==> src/rtl/core/sts_pkg.sv <==
// Shared types, character codes and helper functions for the S-expression token scanner.
// Used by every module of the scanner; depends on nothing else.
`default_nettype none

package sts_pkg;

   localparam int PosWidth = 16;
   localparam int QueueDepth = 4;
   localparam int QueueIdxWidth = $clog2(QueueDepth);
   localparam int QueueCntWidth = $clog2(QueueDepth + 1);

   localparam logic [PosWidth-1:0] PosMax = '1;
   localparam logic [PosWidth:0] LenOne = {{PosWidth{1'b0}}, 1'b1};

   localparam logic [3:0] KindOpen = 4'd0;
   localparam logic [3:0] KindClose = 4'd1;
   localparam logic [3:0] KindDot = 4'd2;
   localparam logic [3:0] KindQuote = 4'd3;
   localparam logic [3:0] KindBackquote = 4'd4;
   localparam logic [3:0] KindComma = 4'd5;
   localparam logic [3:0] KindString = 4'd6;
   localparam logic [3:0] KindUnterminated = 4'd7;
   localparam logic [3:0] KindSymbol = 4'd8;
   localparam logic [3:0] KindEnd = 4'd9;

   localparam logic [7:0] ChOpen = 8'h28;
   localparam logic [7:0] ChClose = 8'h29;
   localparam logic [7:0] ChDot = 8'h2E;
   localparam logic [7:0] ChQuote = 8'h27;
   localparam logic [7:0] ChBackquote = 8'h60;
   localparam logic [7:0] ChComma = 8'h2C;
   localparam logic [7:0] ChSemicolon = 8'h3B;
   localparam logic [7:0] ChDquote = 8'h22;
   localparam logic [7:0] ChNewline = 8'h0A;
   localparam logic [7:0] ChSpace = 8'h20;
   localparam logic [7:0] ChTab = 8'h09;
   localparam logic [7:0] ChReturn = 8'h0D;

   typedef struct packed {
      logic [7:0] char_in;
      logic       end_flag;
   } req_type;

   typedef struct packed {
      logic [3:0]  kind;
      logic [15:0] start_pos;
      logic [15:0] length;
      logic        overflow;
      logic        last;
   } rsp_type;

   typedef struct packed {
      logic [1:0] count;
      rsp_type    first;
      rsp_type    second;
   } scan_push_type;

   function automatic logic is_space(input logic [7:0] c);
      return (c == ChSpace) || ((c >= ChTab) && (c <= ChReturn));
   endfunction

   function automatic logic is_sym(input logic [7:0] c);
      return !is_space(c) && (c != ChOpen) && (c != ChClose) && (c != ChDquote) &&
             (c != ChQuote) && (c != ChSemicolon) && (c != ChBackquote) && (c != ChComma);
   endfunction

   function automatic logic [15:0] to_field(input logic [PosWidth-1:0] p);
      logic [31:0] w;
      w = 32'(p);
      return w[15:0];
   endfunction

   function automatic rsp_type make_rec(input logic [3:0] kind,
                                        input logic [PosWidth-1:0] start,
                                        input logic [PosWidth:0] len,
                                        input logic ovf);
      rsp_type r;
      logic [PosWidth:0] sat;
      sat = (len > {1'b0, PosMax}) ? {1'b0, PosMax} : len;
      r.kind = kind;
      r.start_pos = to_field(start);
      r.length = to_field(sat[PosWidth-1:0]);
      r.overflow = ovf;
      r.last = 1'b0;
      return r;
   endfunction

endpackage

`default_nettype wire

==> src/rtl/core/sexpr_token_scanner_unit.sv <==
// Top level of the S-expression token scanner: one text byte per request, token records out.
// Token records pass through the registered result queue to rsp, in order of arrival.
// Throughput: one request per cycle; a four-entry result queue absorbs the second record
// that a request may cause, and requests stall while more than two records wait.
// Reset clears the scanner state and empties the result queue. Depends on sts_pkg,
// sts_scan and sts_queue.
`default_nettype none

module sexpr_token_scanner_unit (
   input  wire logic             clock,
   input  wire logic             reset,
   input  wire logic             req_valid,
   output logic                  req_stall,
   input  wire sts_pkg::req_type req_data,
   output logic                  rsp_valid,
   input  wire logic             rsp_stall,
   output sts_pkg::rsp_type      rsp_data
);

   logic                   take;
   sts_pkg::scan_push_type push;

   assign take = req_valid && !req_stall;

   sts_scan u_scan (
      .clock    (clock),
      .reset    (reset),
      .take     (take),
      .req_data (req_data),
      .push     (push)
   );

   sts_queue u_queue (
      .clock     (clock),
      .reset     (reset),
      .take      (take),
      .push      (push),
      .rsp_stall (rsp_stall),
      .rsp_valid (rsp_valid),
      .rsp_data  (rsp_data),
      .full      (req_stall)
   );

endmodule

`default_nettype wire

==> src/rtl/core/sts_scan.sv <==
// Scanner state and per-byte token decode for the S-expression token scanner.
// Depends on sts_pkg; produces up to two token records for each accepted request.
`default_nettype none

module sts_scan (
   input  wire logic                  clock,
   input  wire logic                  reset,
   input  wire logic                  take,
   input  wire sts_pkg::req_type      req_data,
   output sts_pkg::scan_push_type     push
);

   localparam logic [1:0] ModeIdle = 2'd0;
   localparam logic [1:0] ModeComment = 2'd1;
   localparam logic [1:0] ModeString = 2'd2;
   localparam logic [1:0] ModeSymbol = 2'd3;

   logic [1:0]                  mode_ff, mode_in;
   logic [sts_pkg::PosWidth-1:0] pos_ff, pos_in;
   logic [sts_pkg::PosWidth-1:0] start_ff, start_in;
   logic                        ovf_ff, ovf_in;

   logic                        at_max, ovf_next, has_a, has_b;
   logic [7:0]                  c;
   sts_pkg::rsp_type            rec_a, rec_b;

   always_comb begin
      c = req_data.char_in;
      at_max = (pos_ff == sts_pkg::PosMax);
      ovf_next = ovf_ff | at_max;
      mode_in = mode_ff;
      pos_in = pos_ff;
      start_in = start_ff;
      ovf_in = ovf_ff;
      rec_a = '0;
      rec_b = '0;
      has_a = 1'b0;
      has_b = 1'b0;

      if (req_data.end_flag) begin
         if ((mode_ff == ModeSymbol) || (mode_ff == ModeString)) begin
            has_a = 1'b1;
            rec_a = sts_pkg::make_rec((mode_ff == ModeSymbol) ? sts_pkg::KindSymbol
                                                               : sts_pkg::KindUnterminated,
                                      start_ff, {1'b0, pos_ff} - {1'b0, start_ff}, ovf_ff);
         end
         has_b = 1'b1;
         rec_b = sts_pkg::make_rec(sts_pkg::KindEnd, pos_ff, '0, ovf_ff);
         mode_in = ModeIdle;
         pos_in = '0;
         start_in = '0;
         ovf_in = 1'b0;
      end else begin
         pos_in = at_max ? pos_ff : pos_ff + 1'b1;
         ovf_in = ovf_next;
         case (mode_ff)
            ModeComment: begin
               if (c == sts_pkg::ChNewline) begin
                  mode_in = ModeIdle;
               end
            end
            ModeString: begin
               if (c == sts_pkg::ChDquote) begin
                  has_a = 1'b1;
                  rec_a = sts_pkg::make_rec(sts_pkg::KindString, start_ff,
                                            {1'b0, pos_ff} - {1'b0, start_ff} + sts_pkg::LenOne,
                                            ovf_next);
                  mode_in = ModeIdle;
               end
            end
            default: begin
               if (!((mode_ff == ModeSymbol) && sts_pkg::is_sym(c))) begin
                  if (mode_ff == ModeSymbol) begin
                     has_a = 1'b1;
                     rec_a = sts_pkg::make_rec(sts_pkg::KindSymbol, start_ff,
                                               {1'b0, pos_ff} - {1'b0, start_ff}, ovf_next);
                  end
                  mode_in = ModeIdle;
                  if (!sts_pkg::is_space(c)) begin
                     case (c)
                        sts_pkg::ChSemicolon: mode_in = ModeComment;
                        sts_pkg::ChOpen: begin
                           has_b = 1'b1;
                           rec_b = sts_pkg::make_rec(sts_pkg::KindOpen, pos_ff,
                                                     sts_pkg::LenOne, ovf_next);
                        end
                        sts_pkg::ChClose: begin
                           has_b = 1'b1;
                           rec_b = sts_pkg::make_rec(sts_pkg::KindClose, pos_ff,
                                                     sts_pkg::LenOne, ovf_next);
                        end
                        sts_pkg::ChDot: begin
                           has_b = 1'b1;
                           rec_b = sts_pkg::make_rec(sts_pkg::KindDot, pos_ff,
                                                     sts_pkg::LenOne, ovf_next);
                        end
                        sts_pkg::ChQuote: begin
                           has_b = 1'b1;
                           rec_b = sts_pkg::make_rec(sts_pkg::KindQuote, pos_ff,
                                                     sts_pkg::LenOne, ovf_next);
                        end
                        sts_pkg::ChBackquote: begin
                           has_b = 1'b1;
                           rec_b = sts_pkg::make_rec(sts_pkg::KindBackquote, pos_ff,
                                                     sts_pkg::LenOne, ovf_next);
                        end
                        sts_pkg::ChComma: begin
                           has_b = 1'b1;
                           rec_b = sts_pkg::make_rec(sts_pkg::KindComma, pos_ff,
                                                     sts_pkg::LenOne, ovf_next);
                        end
                        sts_pkg::ChDquote: begin
                           mode_in = ModeString;
                           start_in = pos_ff;
                        end
                        default: begin
                           mode_in = ModeSymbol;
                           start_in = pos_ff;
                        end
                     endcase
                  end
               end
            end
         endcase
      end

      push.count = {1'b0, has_a} + {1'b0, has_b};
      push.first = has_a ? rec_a : rec_b;
      push.second = rec_b;
      if (has_a && has_b) begin
         push.second.last = 1'b1;
      end else begin
         push.first.last = 1'b1;
      end
   end

   always_ff @(posedge clock) begin
      if (reset) begin
         mode_ff <= ModeIdle;
         pos_ff <= '0;
         start_ff <= '0;
         ovf_ff <= 1'b0;
      end else if (take) begin
         mode_ff <= mode_in;
         pos_ff <= pos_in;
         start_ff <= start_in;
         ovf_ff <= ovf_in;
      end
   end

endmodule

`default_nettype wire

==> src/rtl/core/sts_queue.sv <==
// Scanner result queue: takes up to two records a cycle and gives one unless rsp is stalled.
// Depends on sts_pkg; the head entry is a register that drives the response port directly.
`default_nettype none

module sts_queue (
   input  wire logic                  clock,
   input  wire logic                  reset,
   input  wire logic                  take,
   input  wire sts_pkg::scan_push_type push,
   input  wire logic                  rsp_stall,
   output logic                       rsp_valid,
   output sts_pkg::rsp_type           rsp_data,
   output logic                       full
);

   sts_pkg::rsp_type                   q_ff [sts_pkg::QueueDepth];
   sts_pkg::rsp_type                   q_in [sts_pkg::QueueDepth];
   logic [sts_pkg::QueueCntWidth-1:0]  cnt_ff, cnt_in, base;
   logic [sts_pkg::QueueIdxWidth-1:0]  idx0, idx1;
   logic [1:0]                         n_push;
   logic                               pop;

   assign rsp_valid = (cnt_ff != '0);
   assign rsp_data = q_ff[0];
   assign full = (cnt_ff > sts_pkg::QueueCntWidth'(sts_pkg::QueueDepth - 2));
   assign pop = rsp_valid && !rsp_stall;

   always_comb begin
      q_in = q_ff;
      base = cnt_ff;
      if (pop) begin
         for (int i = 0; i < sts_pkg::QueueDepth - 1; i++) begin
            q_in[i] = q_ff[i + 1];
         end
         base = cnt_ff - 1'b1;
      end
      n_push = take ? push.count : 2'd0;
      idx0 = base[sts_pkg::QueueIdxWidth-1:0];
      idx1 = idx0 + 1'b1;
      if (n_push != 2'd0) begin
         q_in[idx0] = push.first;
      end
      if (n_push == 2'd2) begin
         q_in[idx1] = push.second;
      end
      cnt_in = base + sts_pkg::QueueCntWidth'(n_push);
   end

   always_ff @(posedge clock) begin
      q_ff <= q_in;
   end

   always_ff @(posedge clock) begin
      if (reset) begin
         cnt_ff <= '0;
      end else begin
         cnt_ff <= cnt_in;
      end
   end

endmodule

`default_nettype wire

==> config.mk <==
export PLATFORM = sky130hd
export DESIGN_NAME = sexpr_token_scanner_unit
export DESIGN_NICKNAME = d
export VERILOG_FILES = /design/src/rtl/core/sts_pkg.sv /design/src/rtl/core/sexpr_token_scanner_unit.sv /design/src/rtl/core/sts_scan.sv /design/src/rtl/core/sts_queue.sv
export SDC_FILE = /design/constraint.sdc
export NUM_CORES = 1
export LEC_CHECK = 0
export BUFFER_PORTS_ARGS = -buffer_cell sky130_fd_sc_hd__buf_2
export CAP_MARGIN = 25
export CORE_MARGIN = 2
export CORE_UTILIZATION = 55
export CTS_CLUSTER_SIZE = 25
export DETAILED_ROUTE_END_ITERATION = 7
export GPL_TIMING_DRIVEN = 0
export PLACE_DENSITY = 0.75
export SYNTH_ARGS = -nofsm -noshare
export SYNTH_HDL_FRONTEND = slang
export SYNTH_SLANG_ARGS = --single-unit
==> constraint.sdc <==
create_clock -name clock -period 5.3 [get_ports clock]
set_clock_uncertainty 0.2 [all_clocks]
set_input_delay 1.325 -clock clock [delete_from_list [all_inputs] [get_ports clock]]
set_output_delay 1.325 -clock clock [all_outputs]
set_load 0.02 [all_outputs]
==> flow_summary.json, run 1 <==
{
  "grt_first_pass_wirelength_mm": 53.7,
  "hold_buffers": 0,
  "grt_use_total_pct": 31.1,
  "cp.arrival_ns": 5.26,
  "drt-initial-drc-count": 1145,
  "antenna_found_initial": 0,
  "design.core.area_um2": 20000,
  "dr_total_vias": 11100,
  "rows": 52,
  "cts-buffers-inserted": 17,
  "ys_async_sr_fraction_pct": 0,
  "max-clock-path-buffers": 2,
  "yosys_warnings": 0,
  "cts.sinks": 190,
  "critPathLaunchType": "primary input",
  "gr-total-overflow": 0,
  "area_growth_pct": 12.5,
  "h-tree-depth": 4,
  "fin_crit_ns": 5.12,
  "maxCapViolCount": 0,
  "leakage_nw": 5.23,
  "max_freq_mhz": 195,
  "cp_num_cells": 15,
  "status": "completed",
  "final_common_cell": "nand2_1",
  "mostFrequentLayoutCells": "270 x nand2_1, 190 x dfxtp_1, 110 x o21ai_0",
  "setup.worst_path.end_class": "flip-flop",
  "root_buffer": "clkbuf_16",
  "syn-instance-count": 1452,
  "dp_hpwl_mm": 25.3,
  "port_buffers": 51,
  "ys.flop_type": "dfxtp_1",
  "cpMaxStageDelayCell": "nor2_1",
  "drc": 0,
  "ios": 53,
  "die_h_um": 146,
  "first_global_vias": 10100,
  "grt_max_degree": 20,
  "ir_worst_vdd_mv": 0.263,
  "drive_gt1_share_pct": 13.9,
  "seq_area_frac_synth_pct": 34.2,
  "max_stage_delay_ns": 0.47,
  "critPathTopFamily": "simple AND/OR/NAND/NOR gates",
  "firstDrtPassIters": 5,
  "clock_latency_ns": 0.44,
  "final_hold_viol_count": 0,
  "routedWlPerCell_um": 18.5,
  "crit_buf_inv": 4,
  "viasPerCell": 6.13,
  "start_util_pct": 55.5,
  "power_density_nw_per_um2": 438,
  "drv_slew": 0,
  "worst-slew-pin-transition_ns": 1.01,
  "setup_tns_ns": 0,
  "clkSlewWorstSetupHoldPaths_ns": 0.08,
  "cp.required_ns": 5.44,
  "r2r_cells": 17,
  "cts_tree": "done",
  "synth.net_count": 1496,
  "dieWidth_um": 146,
  "post-route-period-util_pct": 96.7,
  "ant_nets": 0,
  "setup_viol": 0,
  "worstPathMaxFanout": 10,
  "min_path_type": "flip-flop to flip-flop",
  "syn_avg_cell_area_um2": 7.66,
  "worst_slew_margin_rel_pct": 33.0,
  "ys_types": 91,
  "p_total_mw": 5.47,
  "finalWeightedCongestion": 0.952,
  "synth_enable_flop_cells": 0,
  "critPathKind": "primary input to flip-flop",
  "crit_chain": "buf_2 -> buf_2 -> or2_2 -> nor4_1 -> and4bb_1 -> a2111oi_4 -> or2_2 -> buf_2 -> clkbuf_4 -> ha_2 -> nand2_1 -> or2_2 -> nor2_1 -> a21oi_1 -> a22o_1",
  "min_path_cells": 2,
  "synth-seq-cells": 190,
  "syn_area_um2": 11100,
  "die_area_um2": 21400,
  "finalWirelength_mm": 33.4,
  "num-nets-final": 1572
}
## sequential cells by signal, summed over array words and instances, names as in the netlist
signal	flops
u_queue.cnt_ff	3
u_queue.q_ff	114
u_queue.rsp_data	38
u_scan.mode_ff	2
u_scan.ovf_ff	1
u_scan.pos_ff	16
u_scan.start_ff	16
## timing repair
action,in CTS,in global routing
resized for setup,26,28
endpoints found under the setup margin,134,130
pin swaps,2,1
buffers inserted,2,4
## worst min-delay path, stage by stage (launching register included)
cell,delay (ns)
dfxtp_1,0.33
nand2_1,0.04
o21ai_0,0.06
## final cells by class
| type | instances | area [µm²] |
|---|---|---|
| flip-flops and latches | 190 | 3800 |
| inverters | 36 | 140 |
| well taps | 270 | 338 |
| repair buffers | 58 | 305 |
| clock buffers | 17 | 425 |
| clock inverters | 15 | 149 |
| plain buffers | 130 | 679 |
| multi-input cells | 1095 | 6660 |
| fillers | 1862 | 7540 |
| diodes | 1 | 2.50 |
## metrics by stage
stage	util [%]	area, µm²	worst slack [ns]	hold WS, ns	cells
2_1_floorplan	-	11100	0.119	0.225	1452
3_3_place_gp	58.4	11700	-1.38	0.233	1773
3_5_place_dp	58.4	11700	-1.48	0.247	1773
4_1_cts	61.8	12400	-0.00367	0.257	1807
5_1_grt	62.4	12500	-0.0262	0.276	1811
6_report	62.4	12500	0.175	0.263	1812
## where the power goes
group	internal, mW	switching (mW)
Clock	0.628	0.622
Combinational	0.903	1.30
Sequential	1.82	0.197
## path summary, 6_finish.rpt
check | slack [ns] | end | startpoint
setup / recovery | 0.18 | u_queue.q_ff[74] | req_data[1]
hold / removal | 0.26 | u_queue.q_ff[5] | u_queue.q_ff[5]
setup reg to reg | 0.35 | u_queue.q_ff[47] | u_scan.pos_ff[0]
hold reg to reg | 0.26 | u_queue.q_ff[5] | u_queue.q_ff[5]
## synthesized netlist by cell type, types with 18 or more instances
cell type	count	area share, %
nand2_1	270	9.1
dfxtp_1	190	34
o21ai_0	111	5.0
nand3_1	84	3.8
nor2_1	79	2.7
a21oi_1	78	3.5
clkbuf_1	69	2.3
a22oi_1	68	4.6
o22ai_1	48	2.7
buf_4	39	2.6
mux2i_1	34	3.1
inv_1	33	1.1
ha_1	29	3.3
buf_2	19	0.86
nor3b_1	19	1.3
xor2_1	18	1.4
## cell families (layout without fill, tap and decap cells)
| group | count (synthesis) | count (layout) | synth area share, % |
|---|---|---|---|
| and+or+nand+nor | 561 | 561 | 23.6 |
| AOI/OAI and AO/OA | 439 | 439 | 25.7 |
| DFF | 190 | 190 | 34.2 |
| buffers and inverters | 167 | 256 | 7.19 |
| muxes | 34 | 34 | 3.06 |
| adders and majority gates | 31 | 31 | 3.62 |
| xor gates and xnor gates | 30 | 30 | 2.60 |
| other | 0 | 1 | 0 |
## layer usage
layer	vias up	wire, µm	GRT usage, %
met3	67	2590	6.69
met1	5188	14600	41.1
li1	5358	-	-
met4	0	890	11.4
met5	-	0	0
met2	490	15300	50.4
(Power assumes the default switching activity.)
==> run 2: changes to the inputs <==
- PLACE_DENSITY: 0.75 -> 0.79
==> flow_summary.json, run 2 (synthesized netlist as in run 1, its figures left out) <==
{
  "largest_reg_flops": 114,
  "port_buffers": 51,
  "hold_buffers": 0,
  "status": "completed",
  "mostFrequentLayoutCells": "270 x nand2_1, 190 x dfxtp_1, 110 x o21ai_0",
  "drc": 0,
  "first_global_vias": 10300,
  "post-route-period-util_pct": 97.7,
  "firstDrtPassIters": 6,
  "drive_gt1_share_pct": 13.8,
  "layout.cells.non_filler": 1811,
  "p_total_mw": 5.50,
  "setup.worst_path.end_class": "flip-flop",
  "critPathKind": "primary input to flip-flop",
  "grt_use_total_pct": 30.3,
  "max-clock-path-buffers": 2,
  "max_freq_mhz": 193,
  "place_ws_ns": -1.37,
  "cts.sinks": 190,
  "routedWlPerCell_um": 18.2,
  "design.core.area_um2": 20000,
  "leakage_nw": 5.21,
  "cp.required_ns": 5.41,
  "regMostFlops": "u_queue.q_ff",
  "cp.arrival_ns": 5.29,
  "die_area_um2": 21400,
  "viasPerCell": 6.15,
  "critPathLaunchType": "primary input",
  "final_common_cell": "nand2_1",
  "dpl.cell_count": 1773,
  "p_int_mw": 3.35,
  "regArea_um2": 3800,
  "num-nets-final": 1572,
  "drv_slew": 0,
  "worst_slew_margin_rel_pct": 33.0,
  "p_sw_mw": 2.15,
  "nFillCells": 1753,
  "h-tree-depth": 4,
  "power_frac_seq_pct": 36.6,
  "grt_max_degree": 21,
  "drt-initial-drc-count": 1464,
  "ios": 53,
  "area_growth_pct": 12.5,
  "maxCapViolCount": 0,
  "ir_worst_vdd_mv": 0.264,
  "cts-buffers-inserted": 17,
  "final_hold_viol_count": 0,
  "clock_latency_ns": 0.44,
  "fin_crit_ns": 5.18,
  "grt_first_pass_wirelength_mm": 52.5,
  "start_util_pct": 55.5,
  "ant_nets": 0,
  "multi_input_area_um2": 6650,
  "comb_power_share_pct": 40.0,
  "finalWorstSetupSlack_ns": 0.122,
  "min_path_type": "flip-flop to flip-flop",
  "dr_total_vias": 11100,
  "worstPathMaxFanout": 10,
  "dieWidth_um": 146,
  "gr-total-overflow": 0,
  "dp_hpwl_mm": 24.6,
  "num_antenna_cells": 0,
  "p_sw_share_pct": 39.1,
  "clkSlewWorstSetupHoldPaths_ns": 0.07,
  "root_buffer": "clkbuf_16",
  "rows": 52,
  "finalWirelength_mm": 32.9,
  "pwr-share-clk_pct": 23.4,
  "finalWeightedCongestion": 0.991,
  "setup_viol": 0,
  "worst-slew-pin-transition_ns": 1.01,
  "antenna_found_initial": 0,
  "power_density_nw_per_um2": 440,
  "cts_tree": "done",
  "setup_tns_ns": 0,
  "die_h_um": 146
}
[run 2: layout make-up]
type,instances,area share (%)
multi-input cells,1095,53.2
plain buffers,131,5.47
clock inverters,15,1.34
well taps,270,2.70
flip-flops and latches,190,30.4
clock buffers,17,3.40
repair buffers,57,2.38
inverters,36,1.10
[run 2: power by group through the flow]
stage               sequential, mW  combinational, mW  clock (mW)
global route                  2.06               2.43        1.35
floorplan                     1.99               1.64           0
global placement              2.03               2.04           0
finish                        2.01               2.20        1.29
detailed placement            2.04               2.09           0
CTS                           2.01               2.14        1.28
[run 2: repair_timing]
| action | 4_1_cts | 5_1_grt |
|---|---|---|
| setup buffers | 2 | 3 |
| gates resized for setup | 31 | 19 |
| pin swaps | 2 | 1 |
| setup endpoints to repair | 132 | 138 |
[run 2: path summary, 6_finish.rpt]
check,cells after the start,slack [ns],endpoint,from
setup / recovery,16,0.12,u_queue.q_ff[83],req_data[1]
hold / removal,2,0.26,u_queue.q_ff[17],u_queue.q_ff[17]
setup reg to reg,17,0.31,u_queue.q_ff[47],u_scan.pos_ff[0]
hold reg to reg,2,0.26,u_queue.q_ff[17],u_queue.q_ff[17]
[run 2: per-layer routing]
metal | track usage, % | vias up | part of all wire (%)
met5 | 0 | - | 0
met4 | 13.3 | 0 | 3.5
met3 | 5.63 | 101 | 9.2
met2 | 47.8 | 613 | 45
met1 | 40.6 | 5069 | 42
li1 | - | 5351 | -
[run 2: worst max-delay path, cell delays in order]
cell       delay [ns]
buf_2            0.10
buf_2            0.17
or2_2            0.34
nor4_1           0.21
and4bb_1         0.29
a2111oi_4        0.46
or2_2            0.19
buf_2            0.20
clkbuf_4         0.26
ha_2             0.29
nand2_1          0.16
nor2_2           0.31
nand3_2          0.26
nand2_1          0.25
clkbuf_2         0.33
o32ai_1          0.13
[run 2: per-stage QoR]
step / cell area [µm²] / hold WS [ns] / util (%)
finish: 12500 / 0.264 / 62.4
global placement: 11700 / 0.233 / 58.4
CTS: 12400 / 0.255 / 62.0
floorplan: 11100 / 0.225 / -
detailed placement: 11700 / 0.243 / 58.4
global route: 12500 / 0.283 / 62.4
